`config.mk`:
```
export PLATFORM = sky130hd
export DESIGN_NAME = status_led_mode_controller_core
export DESIGN_NICKNAME = d
export VERILOG_FILES = /design/src/hw/rtl/slmc_pkg.sv /design/src/hw/rtl/status_led_mode_controller_core.sv /design/src/hw/rtl/slmc_cfg_regs.sv /design/src/hw/rtl/slmc_engine.sv
export VERILOG_INCLUDE_DIRS = /design/src /design/src/hw/rtl
export SDC_FILE = /design/constraint.sdc
export NUM_CORES = 1
export LEC_CHECK = 0
export BUFFER_PORTS_ARGS = -buffer_cell sky130_fd_sc_hd__buf_4
export CORE_AREA = 3 3 268 270
export CTS_BUF_LIST = sky130_fd_sc_hd__clkbuf_4
export CTS_CLUSTER_SIZE = 24
export DETAILED_ROUTE_END_ITERATION = 6
export DIE_AREA = 0 0 271 273
export GPL_ROUTABILITY_DRIVEN = 0
export GPL_TIMING_DRIVEN = 0
export PLACE_DENSITY = 0.54
export SYNTH_ARGS = -nofsm -noshare
export SYNTH_HDL_FRONTEND = slang
export SYNTH_HIERARCHICAL = 1
export SYNTH_SLANG_ARGS = --single-unit
```
`constraint.sdc`:
```
create_clock -name i_clk -period 6.16 [get_ports i_clk]
set_input_delay 0.308 -clock i_clk [delete_from_list [all_inputs] [get_ports i_clk]]
set_output_delay 0.308 -clock i_clk [all_outputs]
set_load 0.02 [all_outputs]
```
`src/hw/rtl/status_led_mode_controller_core_defines.svh`:
```
// Assertion macros for the status LED mode controller.
// Used by modules that carry concurrent checks; expects i_clk and i_rst_n in scope.
`ifndef STATUS_LED_MODE_CONTROLLER_CORE_DEFINES_SVH
`define STATUS_LED_MODE_CONTROLLER_CORE_DEFINES_SVH

// Same-cycle implication, disabled during reset
`define SLMC_ASSERT_IMP(lbl, ante, cons, msg) \
    lbl: assert property (@(posedge i_clk) disable iff (!i_rst_n) (ante) |-> (cons)) \
        else $error(msg);

// Next-cycle implication, disabled during reset
`define SLMC_ASSERT_NXT(lbl, ante, cons, msg) \
    lbl: assert property (@(posedge i_clk) disable iff (!i_rst_n) (ante) |=> (cons)) \
        else $error(msg);

`endif

```
`src/hw/rtl/slmc_pkg.sv`:
```
// Shared types, codes, reset values and color helpers for the LED mode controller.
// No dependencies; imported by every module of the block.
package slmc_pkg;

    // Item kinds
    localparam logic KIND_TICK = 1'b0;
    localparam logic KIND_FLAG = 1'b1;

    // Status flag ids
    localparam logic [2:0] FL_READY   = 3'd0;
    localparam logic [2:0] FL_SAVED   = 3'd1;
    localparam logic [2:0] FL_STARTED = 3'd2;
    localparam logic [2:0] FL_ARRIVED = 3'd3;
    localparam logic [2:0] FL_ARMING  = 3'd4;
    localparam logic [2:0] FL_FREADY  = 3'd5;
    localparam logic [2:0] FL_RAINBOW = 3'd6;
    localparam logic [2:0] FL_NONE    = 3'd7;

    // Display modes
    localparam logic [2:0] MODE_OFF     = 3'd0;
    localparam logic [2:0] MODE_READY   = 3'd1;
    localparam logic [2:0] MODE_SAVED   = 3'd2;
    localparam logic [2:0] MODE_STARTED = 3'd3;
    localparam logic [2:0] MODE_ARRIVED = 3'd4;
    localparam logic [2:0] MODE_RAINBOW = 3'd5;
    localparam logic [2:0] MODE_ARMING  = 3'd6;
    localparam logic [2:0] MODE_FREADY  = 3'd7;

    // Configuration register indexes
    localparam logic [2:0] REG_READY_COLOUR   = 3'd0;
    localparam logic [2:0] REG_ARRIVED_COLOUR = 3'd1;
    localparam logic [2:0] REG_SAVED_COLOUR   = 3'd2;
    localparam logic [2:0] REG_RAINBOW_SMOOTH = 3'd3;
    localparam logic [2:0] REG_RAINBOW_SPEED  = 3'd4;
    localparam logic [2:0] REG_RAINBOW_STEP   = 3'd5;
    localparam logic [2:0] REG_SLOW_BLINK     = 3'd6;
    localparam logic [2:0] REG_FAST_BLINK     = 3'd7;

    // Register reset values
    localparam logic [23:0] RST_READY_COLOUR   = 24'h00FF00;
    localparam logic [23:0] RST_ARRIVED_COLOUR = 24'h0000FF;
    localparam logic [23:0] RST_SAVED_COLOUR   = 24'hFFFF00;
    localparam logic        RST_RAINBOW_SMOOTH = 1'b1;
    localparam logic [15:0] RST_RAINBOW_SPEED  = 16'd20;
    localparam logic [15:0] RST_RAINBOW_STEP   = 16'd300;
    localparam logic [15:0] RST_SLOW_BLINK     = 16'd200;
    localparam logic [15:0] RST_FAST_BLINK     = 16'd100;

    localparam logic [23:0] COLOUR_BLACK = 24'h000000;

    // Color wheel segment bounds
    localparam logic [7:0] WHEEL_SEG1 = 8'd85;
    localparam logic [7:0] WHEEL_SEG2 = 8'd170;

    // Seven anchor hues of the stepped rainbow
    localparam logic [7:0] ANCHOR_HUES [7] = '{8'd0, 8'd36, 8'd72, 8'd108,
                                               8'd144, 8'd180, 8'd216};

    typedef struct packed {
        logic       kind;
        logic [2:0] flag_id;
        logic       flag_value;
    } t_in_item;

    typedef struct packed {
        logic [7:0] red;
        logic [7:0] green;
        logic [7:0] blue;
    } t_out_item;

    typedef struct packed {
        logic [23:0] ready_colour;
        logic [23:0] arrived_colour;
        logic [23:0] saved_map_colour;
        logic        rainbow_smooth;
        logic [15:0] rainbow_speed_ms;
        logic [15:0] rainbow_step_ms;
        logic [15:0] slow_blink_ms;
        logic [15:0] fast_blink_ms;
    } t_cfg;

    // Result of processing one item: valid flag and packed RGB
    typedef struct packed {
        logic        has;
        logic [23:0] colour;
    } t_step_res;

    // Three-segment color wheel, packed red/green/blue
    function automatic logic [23:0] wheel_colour(input logic [7:0] pos);
        logic [7:0] p;
        logic [7:0] q;
        logic [7:0] t;
        logic [23:0] c;
        p = 8'd255 - pos;
        if (p < WHEEL_SEG1) begin
            t = (p << 1) + p;
            c = {8'd255 - t, 8'd0, t};
        end else if (p < WHEEL_SEG2) begin
            q = p - WHEEL_SEG1;
            t = (q << 1) + q;
            c = {8'd0, t, 8'd255 - t};
        end else begin
            q = p - WHEEL_SEG2;
            t = (q << 1) + q;
            c = {t, 8'd255 - t, 8'd0};
        end
        return c;
    endfunction

    // x mod 7 by folding octal digits (8 = 1 mod 7)
    function automatic logic [2:0] mod7(input logic [7:0] x);
        logic [4:0] y;
        logic [3:0] z;
        y = 5'(x[7:6]) + 5'(x[5:3]) + 5'(x[2:0]);
        z = 4'(y[4:3]) + 4'(y[2:0]);
        if (z >= 4'd7) begin
            z = z - 4'd7;
        end
        return z[2:0];
    endfunction

    // Fixed priority display mode
    function automatic logic [2:0] resolve_mode(input logic [6:0] flags);
        logic [2:0] m;
        if (flags[FL_RAINBOW])      m = MODE_RAINBOW;
        else if (flags[FL_ARRIVED]) m = MODE_ARRIVED;
        else if (flags[FL_STARTED]) m = MODE_STARTED;
        else if (flags[FL_FREADY])  m = MODE_FREADY;
        else if (flags[FL_ARMING])  m = MODE_ARMING;
        else if (flags[FL_SAVED])   m = MODE_SAVED;
        else if (flags[FL_READY])   m = MODE_READY;
        else                        m = MODE_OFF;
        return m;
    endfunction

endpackage

```
`src/hw/rtl/status_led_mode_controller_core.sv`:
```
// Status LED mode controller: turns millisecond ticks and status flag updates into
// fill colors for an LED strip. One item is accepted per clock while results are
// taken; an item is processed while it sits in the input register and the output
// register is free, and its color (if any) is loaded into the output register.
// The output register lets a new item enter while a color waits to be taken.
// Configuration writes are taken every cycle (ready is always high) and must only
// happen while the block is idle.
// Depends on slmc_pkg, slmc_cfg_regs, slmc_engine and the assertion macro header.
`include "status_led_mode_controller_core_defines.svh"

module status_led_mode_controller_core (
    input  logic                i_clk,
    input  logic                i_rst_n,
    input  logic                i_in_valid,
    output logic                o_in_ready,
    input  slmc_pkg::t_in_item  i_in_item,
    output logic                o_out_valid,
    input  logic                i_out_ready,
    output slmc_pkg::t_out_item o_out_item,
    input  logic                i_cfg_valid,
    output logic                o_cfg_ready,
    input  logic [2:0]          i_cfg_index,
    input  logic [23:0]         i_cfg_data
);
    import slmc_pkg::*;

    logic      r_in_valid;
    t_in_item  r_in;
    logic      r_out_valid;
    t_out_item r_out;
    logic      w_load_ok;
    logic      w_fire;
    t_cfg      w_cfg;
    t_step_res w_res;

    // Output register free this cycle
    assign w_load_ok  = !r_out_valid || i_out_ready;
    assign w_fire     = r_in_valid && w_load_ok;
    assign o_in_ready = !r_in_valid || w_load_ok;
    assign o_cfg_ready = 1'b1;

    slmc_cfg_regs u_cfg (
        .i_clk      (i_clk),
        .i_rst_n    (i_rst_n),
        .i_wr_en    (i_cfg_valid),
        .i_wr_index (i_cfg_index),
        .i_wr_data  (i_cfg_data),
        .o_cfg      (w_cfg)
    );

    slmc_engine u_engine (
        .i_clk   (i_clk),
        .i_rst_n (i_rst_n),
        .i_step  (w_fire),
        .i_item  (r_in),
        .i_cfg   (w_cfg),
        .o_res   (w_res)
    );

    // Input register
    always_ff @(posedge i_clk) begin
        if (!i_rst_n) begin
            r_in_valid <= 1'b0;
        end else if (o_in_ready) begin
            r_in_valid <= i_in_valid;
        end
    end

    always_ff @(posedge i_clk) begin
        if (i_in_valid && o_in_ready) begin
            r_in <= i_in_item;
        end
    end

    // Output register
    always_ff @(posedge i_clk) begin
        if (!i_rst_n) begin
            r_out_valid <= 1'b0;
        end else if (w_load_ok) begin
            r_out_valid <= w_fire && w_res.has;
        end
    end

    always_ff @(posedge i_clk) begin
        if (w_fire && w_res.has) begin
            r_out.red   <= w_res.colour[23:16];
            r_out.green <= w_res.colour[15:8];
            r_out.blue  <= w_res.colour[7:0];
        end
    end

    assign o_out_valid = r_out_valid;
    assign o_out_item  = r_out;

    // Input side stalls only behind a held item and a blocked result
    `SLMC_ASSERT_IMP(a_stall_cause, !o_in_ready, r_in_valid && r_out_valid && !i_out_ready, "input stalled without a blocked result")
    // Raising the rainbow flag always produces an item (the wheel start color)
    `SLMC_ASSERT_NXT(a_rainbow_paint, w_fire && r_in.kind == KIND_FLAG && r_in.flag_id == FL_RAINBOW && r_in.flag_value, o_out_valid, "rainbow start produced no item")
    // Unknown flag id produces nothing
    `SLMC_ASSERT_NXT(a_unknown_flag, w_fire && r_in.kind == KIND_FLAG && r_in.flag_id == FL_NONE, !o_out_valid, "unknown flag produced an item")
    // Off mode after a flag update paints black
    `SLMC_ASSERT_NXT(a_off_black, w_fire && r_in.kind == KIND_FLAG && r_in.flag_id != FL_NONE && resolve_mode(u_engine.n_flags) == MODE_OFF, o_out_valid && o_out_item == '0, "off mode did not paint black")

endmodule

```
`src/hw/rtl/slmc_cfg_regs.sv`:
```
// Configuration register file of the LED mode controller.
// Depends on slmc_pkg for register indexes, reset values and t_cfg.
module slmc_cfg_regs (
    input  logic          i_clk,
    input  logic          i_rst_n,
    input  logic          i_wr_en,
    input  logic [2:0]    i_wr_index,
    input  logic [23:0]   i_wr_data,
    output slmc_pkg::t_cfg o_cfg
);
    import slmc_pkg::*;

    t_cfg r_cfg;

    // Register writes, one register per write
    always_ff @(posedge i_clk) begin
        if (!i_rst_n) begin
            r_cfg.ready_colour     <= RST_READY_COLOUR;
            r_cfg.arrived_colour   <= RST_ARRIVED_COLOUR;
            r_cfg.saved_map_colour <= RST_SAVED_COLOUR;
            r_cfg.rainbow_smooth   <= RST_RAINBOW_SMOOTH;
            r_cfg.rainbow_speed_ms <= RST_RAINBOW_SPEED;
            r_cfg.rainbow_step_ms  <= RST_RAINBOW_STEP;
            r_cfg.slow_blink_ms    <= RST_SLOW_BLINK;
            r_cfg.fast_blink_ms    <= RST_FAST_BLINK;
        end else if (i_wr_en) begin
            case (i_wr_index)
                REG_READY_COLOUR:   r_cfg.ready_colour     <= i_wr_data;
                REG_ARRIVED_COLOUR: r_cfg.arrived_colour   <= i_wr_data;
                REG_SAVED_COLOUR:   r_cfg.saved_map_colour <= i_wr_data;
                REG_RAINBOW_SMOOTH: r_cfg.rainbow_smooth   <= i_wr_data[0];
                REG_RAINBOW_SPEED:  r_cfg.rainbow_speed_ms <= i_wr_data[15:0];
                REG_RAINBOW_STEP:   r_cfg.rainbow_step_ms  <= i_wr_data[15:0];
                REG_SLOW_BLINK:     r_cfg.slow_blink_ms    <= i_wr_data[15:0];
                REG_FAST_BLINK:     r_cfg.fast_blink_ms    <= i_wr_data[15:0];
                default: begin
                end
            endcase
        end
    end

    assign o_cfg = r_cfg;

endmodule

```
`src/hw/rtl/slmc_engine.sv`:
```
// Mode state and per-item logic: flag updates, blink timing, rainbow stepping.
// Depends on slmc_pkg for codes, wheel/mod7/priority functions and structs.
module slmc_engine (
    input  logic               i_clk,
    input  logic               i_rst_n,
    input  logic               i_step,
    input  slmc_pkg::t_in_item i_item,
    input  slmc_pkg::t_cfg     i_cfg,
    output slmc_pkg::t_step_res o_res
);
    import slmc_pkg::*;

    logic [6:0]  r_flags,  n_flags;
    logic [2:0]  r_mode,   n_mode;
    logic [31:0] r_time,   n_time;
    logic [31:0] r_blink_mark,  n_blink_mark;
    logic [31:0] r_smooth_mark, n_smooth_mark;
    logic [31:0] r_anchor_mark, n_anchor_mark;
    logic        r_blink_lit, n_blink_lit;
    logic [7:0]  r_hue, n_hue;
    logic [7:0]  r_anchor_idx, n_anchor_idx;

    logic [6:0]  w_flags_upd;
    logic [31:0] w_time_inc;
    logic [31:0] w_blink_dt;
    logic [31:0] w_smooth_dt;
    logic [31:0] w_anchor_dt;
    logic [15:0] w_blink_period;
    logic        w_fast;
    logic [7:0]  w_anchor_hue;
    logic [7:0]  w_hue_inc;
    t_step_res   w_res;

    // Elapsed times after this tick, modulo 2^32
    assign w_time_inc   = r_time + 32'd1;
    assign w_blink_dt   = w_time_inc - r_blink_mark;
    assign w_smooth_dt  = w_time_inc - r_smooth_mark;
    assign w_anchor_dt  = w_time_inc - r_anchor_mark;
    assign w_fast       = (r_mode == MODE_ARMING);
    assign w_blink_period = w_fast ? i_cfg.fast_blink_ms : i_cfg.slow_blink_ms;
    assign w_anchor_hue = ANCHOR_HUES[mod7(r_anchor_idx)];
    assign w_hue_inc    = r_hue + 8'd1;

    // Flag vector with the addressed flag replaced
    always_comb begin
        w_flags_upd = r_flags;
        if (i_item.flag_id != FL_NONE) begin
            w_flags_upd[i_item.flag_id] = i_item.flag_value;
        end
    end

    // Next state and result for the item being processed
    always_comb begin
        n_flags       = r_flags;
        n_mode        = r_mode;
        n_time        = r_time;
        n_blink_mark  = r_blink_mark;
        n_smooth_mark = r_smooth_mark;
        n_anchor_mark = r_anchor_mark;
        n_blink_lit   = r_blink_lit;
        n_hue         = r_hue;
        n_anchor_idx  = r_anchor_idx;
        w_res.has     = 1'b0;
        w_res.colour  = COLOUR_BLACK;

        if (i_item.kind == KIND_FLAG) begin
            if (i_item.flag_id != FL_NONE) begin
                n_flags = w_flags_upd;
                n_mode  = resolve_mode(w_flags_upd);
                if (i_item.flag_id == FL_RAINBOW && i_item.flag_value) begin
                    // rainbow restart: wheel from hue zero
                    n_smooth_mark = r_time;
                    n_anchor_mark = r_time;
                    n_hue         = 8'd0;
                    n_anchor_idx  = 8'd0;
                    w_res.has     = 1'b1;
                    w_res.colour  = wheel_colour(8'd0);
                end else begin
                    if (i_item.flag_value &&
                        (i_item.flag_id inside {FL_STARTED, FL_ARMING, FL_FREADY})) begin
                        n_blink_mark = r_time;
                        n_blink_lit  = 1'b1;
                    end
                    // solid and off modes paint at once
                    case (n_mode)
                        MODE_ARRIVED: begin
                            w_res.has    = 1'b1;
                            w_res.colour = i_cfg.arrived_colour;
                        end
                        MODE_SAVED: begin
                            w_res.has    = 1'b1;
                            w_res.colour = i_cfg.saved_map_colour;
                        end
                        MODE_READY: begin
                            w_res.has    = 1'b1;
                            w_res.colour = i_cfg.ready_colour;
                        end
                        MODE_OFF: begin
                            w_res.has    = 1'b1;
                            w_res.colour = COLOUR_BLACK;
                        end
                        default: begin
                        end
                    endcase
                end
            end
        end else begin
            n_time = w_time_inc;
            case (r_mode)
                MODE_STARTED, MODE_FREADY, MODE_ARMING: begin
                    if (w_blink_dt >= 32'(w_blink_period)) begin
                        n_blink_mark = w_time_inc;
                        n_blink_lit  = ~r_blink_lit;
                        w_res.has    = 1'b1;
                        if (r_blink_lit) begin
                            w_res.colour = COLOUR_BLACK;
                        end else if (r_flags[FL_SAVED]) begin
                            w_res.colour = i_cfg.saved_map_colour;
                        end else if (w_fast) begin
                            w_res.colour = i_cfg.ready_colour;
                        end else begin
                            w_res.colour = i_cfg.arrived_colour;
                        end
                    end
                end
                MODE_RAINBOW: begin
                    if (i_cfg.rainbow_smooth) begin
                        if (w_smooth_dt >= 32'(i_cfg.rainbow_speed_ms)) begin
                            n_smooth_mark = w_time_inc;
                            n_hue         = w_hue_inc;
                            w_res.has     = 1'b1;
                            w_res.colour  = wheel_colour(w_hue_inc);
                        end
                    end else if (w_anchor_dt >= 32'(i_cfg.rainbow_step_ms)) begin
                        n_anchor_mark = w_time_inc;
                        n_anchor_idx  = r_anchor_idx + 8'd1;
                        w_res.has     = 1'b1;
                        w_res.colour  = wheel_colour(w_anchor_hue);
                    end
                end
                default: begin
                end
            endcase
        end
    end

    // State registers, updated only when an item is processed
    always_ff @(posedge i_clk) begin
        if (!i_rst_n) begin
            r_flags       <= '0;
            r_mode        <= MODE_OFF;
            r_time        <= '0;
            r_blink_mark  <= '0;
            r_smooth_mark <= '0;
            r_anchor_mark <= '0;
            r_blink_lit   <= 1'b0;
            r_hue         <= '0;
            r_anchor_idx  <= '0;
        end else if (i_step) begin
            r_flags       <= n_flags;
            r_mode        <= n_mode;
            r_time        <= n_time;
            r_blink_mark  <= n_blink_mark;
            r_smooth_mark <= n_smooth_mark;
            r_anchor_mark <= n_anchor_mark;
            r_blink_lit   <= n_blink_lit;
            r_hue         <= n_hue;
            r_anchor_idx  <= n_anchor_idx;
        end
    end

    assign o_res = w_res;

endmodule
```
==> summary.txt, run 1 <==
Outcome
  • Failing checks: DRC
  • Status: finished with violations

Synth
  • Number of synthesized flops with an enable pin: 29
  • Cell variety after synth: 90
  • Top FF cell, synth: dfxtp_1
  • Seq/Total Area, Yosys: 0.278
  • Synth warn: 6
  • Post-synth ARST share: 0
  • Cell Area, Synth: 24300 um^2
  • Synthesized netlist net count: 3268
  • FF+latch count, synth: ~320
  • Cells after Synth: about 3k
  • Syn_area_per_cell: approximately 8 um^2

CTS
  • CTS tree: done
  • Clock buffer depth: 3
  • CTS clk-pin slew, worst paths: 60 ps
  • CTS Sinks: approximately 320
  • Clk root buf: clkbuf_4
  • TritonCTS Buffers: 94
  • Htree depth: 3
  • Clk Latency, worst-skew pair: 900 ps

Worst setup path
  • CP Max Fanout: 7
  • Setup crit end kind: flop
  • Startpoint Class: flop
  • Slowest CP cell: or4_1
  • Critical Path Max Stage Delay: 560 ps
  • Crit path cell chain: and3_2 -> nand3_2 -> nor3_4 -> buf_4 -> nand3_2 -> nor2_4 -> nand3_1 -> xnor2_2 -> ha_1 -> nand2_1 -> o21ai_1 -> a211oi_1 -> or4_1 -> nor4_2 -> o2111ai_1 -> nor4_1 -> and4_4 -> a211oi_4 -> clkbuf_8 -> a31oi_1 -> o211ai_1
  • Crit-path most repeated cell: nand3_2
  • Required @ worst endpoint: roughly 6800 ps
  • WP data arrival: 6600 ps
  • Critical path class: flop to flop

Layout
  • Commonest cells after routing, fill and taps aside: nand2_1, dfxtp_1, nor2_1, a21oi_1, inv_1
  • Layout cells sized above 1: 0.149
  • Commonest non-fill, non-tap cell in the layout: nand2_1
  • Area delta synth->final: 19.1%
  • Final #Nets: 3506

Placement
  • Post-detail-place hpwl: 65000 um
  • I/O Buffers: 58

STA
  • Final setup vio count: 0
  • WHS: 212 ps
  • Final hold violations: 0
  • Clock skew: 92.6 ps
  • Maximum clock frequency: 0.166 GHz
  • Crit share post-route: 0.976
  • Final min period: 6010 ps
  • Worst Max-Slew Pin Slew: between 1000 and 1500 ps
  • Slew HR: 0.232
  • Final-report max-slew violation count: 0
  • Unrepaired setup endpoints after global routing: true

GRT
  • GRT overflow: 0
  • GRT Resource Usage Total: 0.221
  • Vias in the first global route: 21.5k
  • Largest net degree at the start of global routing: 16
  • Initial antenna violation count: 1
  • First-pass GRT wire length: 129000 um

Routing
  • Wire length per cell: slightly below 20 um
  • First-iteration detailed-routing DRC count: 2125
  • Final ANT Viol Nets: 0
  • DRC Markers: 4
  • WL final: ~84000 um
  • DRT Pass-1 Iters: 7
  • Via count: 23.0k
  • Via density: 5.39

Floorplanning
  • Core area: 69800 um^2
  • Die height: 273 um
  • Initial core utilization: 0.348
  • Die ar.: roughly 74000 um^2
  • # rows: 97
  • Ports: 64
  • Chip width: between 200 and 300 um

Pwr
  • Combinational share of power: 0.181
  • Pwr Density: 182 nW/um^2
  • Sw Pwr: between 1.5 and 2 mW
  • Flop pwr share: 0.414
  • Power consumption: 5.27 mW
  • Leakage: 12.8 nW
  • Max IR drop VDD: 0.117 mV
  • Sw Share: 0.309
  • Clock power share: 0.405
  • Int Power: 3.64 mW

Min path
  • Worst min path class: primary input to flop

Flow run
  • Max-Cap Viols: 0
critical path: cells and delay by family, from the launching register on:
| family | cells | cell delay, ps |
|---|---|---|
| compound gates | 6 | 1140 |
| xor+xnor | 1 | 260 |
| fa+ha+maj | 1 | 400 |
| buf+inv | 2 | 400 |
| flops | 1 | 510 |
| simple gates | 11 | 3030 |
synth_stat cells, drive strengths merged, types with 7 or more instances:
library cell | count | area (um^2)
a211o | 12 | 105
a211oi | 118 | 961
a21boi | 8 | 60.1
a21o | 49 | 368
a21oi | 236 | 1180
a221oi | 14 | 123
a222oi | 16 | 160
a22o | 7 | 61.3
a22oi | 9 | 67.6
a31oi | 24 | 150
and2 | 17 | 106
and3 | 27 | 169
and4 | 10 | 87.6
buf | 61 | 379
clkbuf | 113 | 425
dfxtp | 294 | 5890
edfxtp | 29 | 871
fa | 10 | 200
ha | 194 | 2430
inv | 196 | 736
mux2i | 187 | 1870
nand2 | 314 | 1180
nand2b | 26 | 170
nand3 | 68 | 345
nand3b | 8 | 60.1
nand4 | 36 | 231
nor2 | 258 | 968
nor2b | 91 | 577
nor3 | 33 | 170
nor4 | 8 | 62.6
o2111ai | 9 | 78.8
o211ai | 32 | 240
o21a | 24 | 180
o21ai | 133 | 666
o21bai | 18 | 135
o22ai | 10 | 62.6
o31ai | 11 | 82.6
or2 | 15 | 93.8
or3 | 26 | 163
xnor2 | 104 | 911
xor2 | 75 | 657
logic make-up after synthesis:
| family | count (synthesis) | synth area share |
|---|---|---|
| xor+xnor | 179 | 0.0645 |
| flops | 323 | 0.278 |
| buf+inv | 372 | 0.0637 |
| fa+ha+maj | 204 | 0.108 |
| simple gates | 964 | 0.190 |
| other cells | 1 | 0.000154 |
| compound gates | 792 | 0.216 |
| mux | 192 | 0.0793 |
registers in the layout, indices dropped and copies added (netlist names):
name	count
u_engine/r_smooth_mark	32
u_engine/r_flags	7
u_engine/r_blink_mark	32
u_engine/r_anchor_mark	32
u_engine/r_anchor_idx	8
u_engine/r_mode	3
u_engine/r_hue	8
r_in_valid	1
u_engine/r_time	32
o_out_valid	1
o_out_item	24
u_engine/r_blink_lit	1
u_cfg/o_cfg	137
r_in	5
stage by stage:
stage	area, um^2	TNS, ps	util	setup WS [ps]	std cells
finish	28900	0	0.415	151	4279
CTS	28300	0	0.406	0.620	4252
global placement	25900	-254990	0.371	-2470	4025
detailed placement	25900	-230620	0.372	-1850	4026
floorplan	24300	0	-	109	3027
global route	28900	-1740	0.415	-95.6	4279
what timing repair did:
action | in CTS | in global routing
pin swaps | 18 | 36
gates resized for setup | 120 | 99
hold endpoints to repair | 171 | 0
hold buffers | 43 | 0
endpoints found under the setup margin | 162 | 161
gates cloned | 1 | 1
setup buffers | 20 | 29
path summary, 6_finish.rpt:
path | startpoint | to | slack [ps] | cells after the start
worst max-delay path | u_engine/r_time[9] | o_out_item[9] | 150 | 21
worst min-delay path | i_in_item[4] | r_in[4] | 210 | 2
worst max register to register | u_engine/r_time[9] | o_out_item[9] | 150 | 21
worst min register to register | u_cfg/o_cfg[28] | u_cfg/o_cfg[28] | 460 | 2
per-layer routing:
layer | up-vias | wire (um) | track usage
met5 | - | 0 | 0
li1 | 11300 | - | -
met4 | 0 | 1790 | 0.0601
met3 | 137 | 4890 | 0.0329
met2 | 720 | 37400 | 0.343
met1 | 10800 | 40200 | 0.317
power groups by stage:
| stage | clock network (mW) | logic (mW) | registers, mW |
|---|---|---|---|
| 2_1_floorplan | 0 | 0.550 | 2.23 |
| 3_3_place_gp | 0 | 0.824 | 2.23 |
| 3_5_place_dp | 0 | 0.826 | 2.23 |
| 4_1_cts | 2.21 | 0.892 | 2.18 |
| 5_1_grt | 2.32 | 1.03 | 2.18 |
| 6_report | 2.13 | 0.952 | 2.18 |
area by class of cell:
| cell class | instances | area [um^2] |
|---|---|---|
| well taps | 940 | 1180 |
| fillers | 7129 | 40800 |
| diodes | 1 | 2.50 |
| clock buffers | 143 | 1070 |
| flip-flops and latches | 323 | 6770 |
| multi-input cells | 2332 | 16900 |
| inverters | 198 | 744 |
| repair buffers | 153 | 1290 |
| clock inverters | 26 | 160 |
| plain buffers | 163 | 836 |
Note: power is estimated with default switching activity, not from simulation.
==> inputs of run 2 (changes only) <==
BUFFER_PORTS_ARGS = -buffer_cell sky130_fd_sc_hd__buf_2   (was -buffer_cell sky130_fd_sc_hd__buf_4)
SETUP_SLACK_MARGIN = 0.3   (was default)
==> summary.txt, run 2 (synthesis gave the netlist of run 1 again) <==
CTS
  • Clk root buf: clkbuf_4
  • Clock buffer depth: 3 (unchanged)
  • Htree depth: 3 (unchanged)
  • TritonCTS Buffers: 92 (-2.1%)
  • CTS clk-pin slew, worst paths: 70 ps (about the same)
  • CTS Sinks: 323 (unchanged)
  • CTS tree: done
  • Clk Latency, worst-skew pair: 870 ps (-30 ps)

GRT
  • GRT Resource Usage Total: 0.223 (+0.00162)
  • First-pass GRT wire length: 129000 um (+0.13%)
  • Vias in the first global route: 22.0k (+2.7%)
  • Largest net degree at the start of global routing: 16 (unchanged)
  • GRT overflow: 0 (unchanged)
  • Initial antenna violation count: 4 (+3)

Worst setup path
  • WP data arrival: 6540 ps (-60 ps)
  • Startpoint Class: flop
  • Critical Path Max Stage Delay: 340 ps (-220 ps)
  • Required @ worst endpoint: 6730 ps (-20 ps)
  • Setup crit end kind: flop
  • CP Max Fanout: 7 (unchanged)
  • Critical path class: flop to flop
  • Slowest CP cell: o31ai_2

Outcome
  • Status: finished with violations
  • Failing checks: DRC

Floorplanning
  • Chip width: 271 um (unchanged)
  • Initial core utilization: 0.348 (unchanged)
  • # rows: 97 (unchanged)
  • Die height: 273 um (unchanged)
  • Core area: 69800 um^2 (unchanged)
  • Die ar.: 74000 um^2 (unchanged)
  • Ports: 64 (unchanged)

Placement
  • DP Area: 25800 um^2 (-0.54%)
  • Setup WS pre-CTS: -1860 ps (-16.6 ps)
  • I/O Buffers: 58 (unchanged)
  • Post-detail-place hpwl: 64900 um (-0.25%)

Routing
  • First-iteration detailed-routing DRC count: 1788 (-16%)
  • DRC Markers: 4 (unchanged)
  • Via count: 23.4k (+1.6%)
  • DRT Pass-1 Iters: 7 (unchanged)
  • Final ANT Viol Nets: 0 (unchanged)
  • WL final: 86300 um (+2.4%)
  • Via density: 5.38 (-0.13%)
  • Wire length per cell: 19.8 um (+0.68%)

Layout
  • Max FFs per register: 137 (unchanged)
  • Final #Nets: 3585 (+2.3%)
  • Final Cell Area: 30100 um^2 (+4.0%)
  • Commonest non-fill, non-tap cell in the layout: nand2_1
  • Layout cells sized above 1: 0.188 (+0.0387)
  • Sequential Area: 6780 um^2 (about the same)
  • Commonest cells after routing, fill and taps aside: nand2_1, dfxtp_1, nor2_1, a21oi_1, inv_1
  • FILL cells: 7168 (+0.55%)
  • Multi-input logic area: 17600 um^2 (+3.9%)
  • Area delta synth->final: 23.9%

Min path
  • Worst min path class: primary input to flop

Flow run
  • Max-Cap Viols: 0 (unchanged)

STA
  • Crit share post-route: 0.969 (-0.00661)
  • Clock skew: 72.0 ps (-20.6 ps)
  • WHS: 180 ps (-31.6 ps)
  • Final hold violations: 0 (unchanged)
  • Final setup vio count: 0 (unchanged)
  • Maximum clock frequency: 0.168 GHz (+0.68%)
  • Slew HR: 0.0664 (-0.166)
  • Final-report max-slew violation count: 0 (unchanged)
  • Worst Max-Slew Pin Slew: 1400 ps (+246 ps)
  • Setup ws final: 191 ps (+40.7 ps)
  • Final min period: 5970 ps (-40.7 ps)
  • Unrepaired setup endpoints after global routing: true

Pwr
  • Leakage: 13.2 nW (+3.1%)
  • Max IR drop VDD: 0.137 mV (+18%)
  • Pwr Density: 170 nW/um^2 (-6.5%)
run 2: worst max-delay path: cells and delay by family (launching register included):
kind | cells | cell delay (ps)
simple gates | 7 | 1160
flops | 1 | 320
fa+ha+maj | 2 | 540
xor+xnor | 2 | 420
compound gates | 12 | 2420
buf+inv | 6 | 840
run 2: what timing repair did:
action,4_1_cts,5_1_grt
pin swaps,39,72
setup buffers,52,63
endpoints found under the hold margin,142,0
hold buffers,44,0
cloned,0,5
resized for setup,192,221
endpoints found under the setup margin,162,160
run 2: layer usage:
layer  wire length (um)  up-vias  track usage  share of wire
li1                   -    11500            -              -
met1              39300    11100        0.301           0.46
met2              39200      733        0.354           0.45
met3               5580      136       0.0451          0.065
met4               2190        4       0.0728          0.025
met5                 27        -            0        0.00031
run 2: final timing paths:
check	start	endpoint	slack, ps	cells after the start
hold / removal	i_in_item[2]	r_in[2]	180	2
setup reg to reg	u_engine/r_time[2]	o_out_item[14]	190	29
setup / recovery	u_engine/r_time[2]	o_out_item[14]	190	29
hold reg to reg	u_cfg/o_cfg[36]	u_cfg/o_cfg[36]	460	2
run 2: through the flow:
stage / setup TNS, ps / utilization / power (mW) / instances
after CTS: 0 / 0.411 / 5.10 / 4283
after global placement: -212470 / 0.369 / 3.03 / 4025
after floorplan: 0 / - / 2.78 / 3027
after detailed placement: -204780 / 0.370 / 3.03 / 4026
after global routing: 0 / 0.431 / 5.37 / 4354
final: 0 / 0.431 / 5.12 / 4354
run 2: cell type report:
| type | count | share of cell area |
|---|---|---|
| clock buffers | 133 | 0.0332 |
| flip-flops and latches | 323 | 0.225 |
| well taps | 940 | 0.0391 |
| plain buffers | 174 | 0.0331 |
| multi-input cells | 2332 | 0.583 |
| repair buffers | 223 | 0.0577 |
| inverters | 198 | 0.0248 |
| diodes | 3 | 0.000249 |
| clock inverters | 28 | 0.00407 |
run 2: where the power goes:
| part | leakage, nW | internal (mW) | switching [mW] |
|---|---|---|---|
| combinational | 9.88 | 0.393 | 0.587 |
| clock | 0.657 | 0.986 | 0.976 |
| sequential | 2.65 | 2.16 | 0.0243 |
| total | 13.2 | 3.53 | 1.59 |
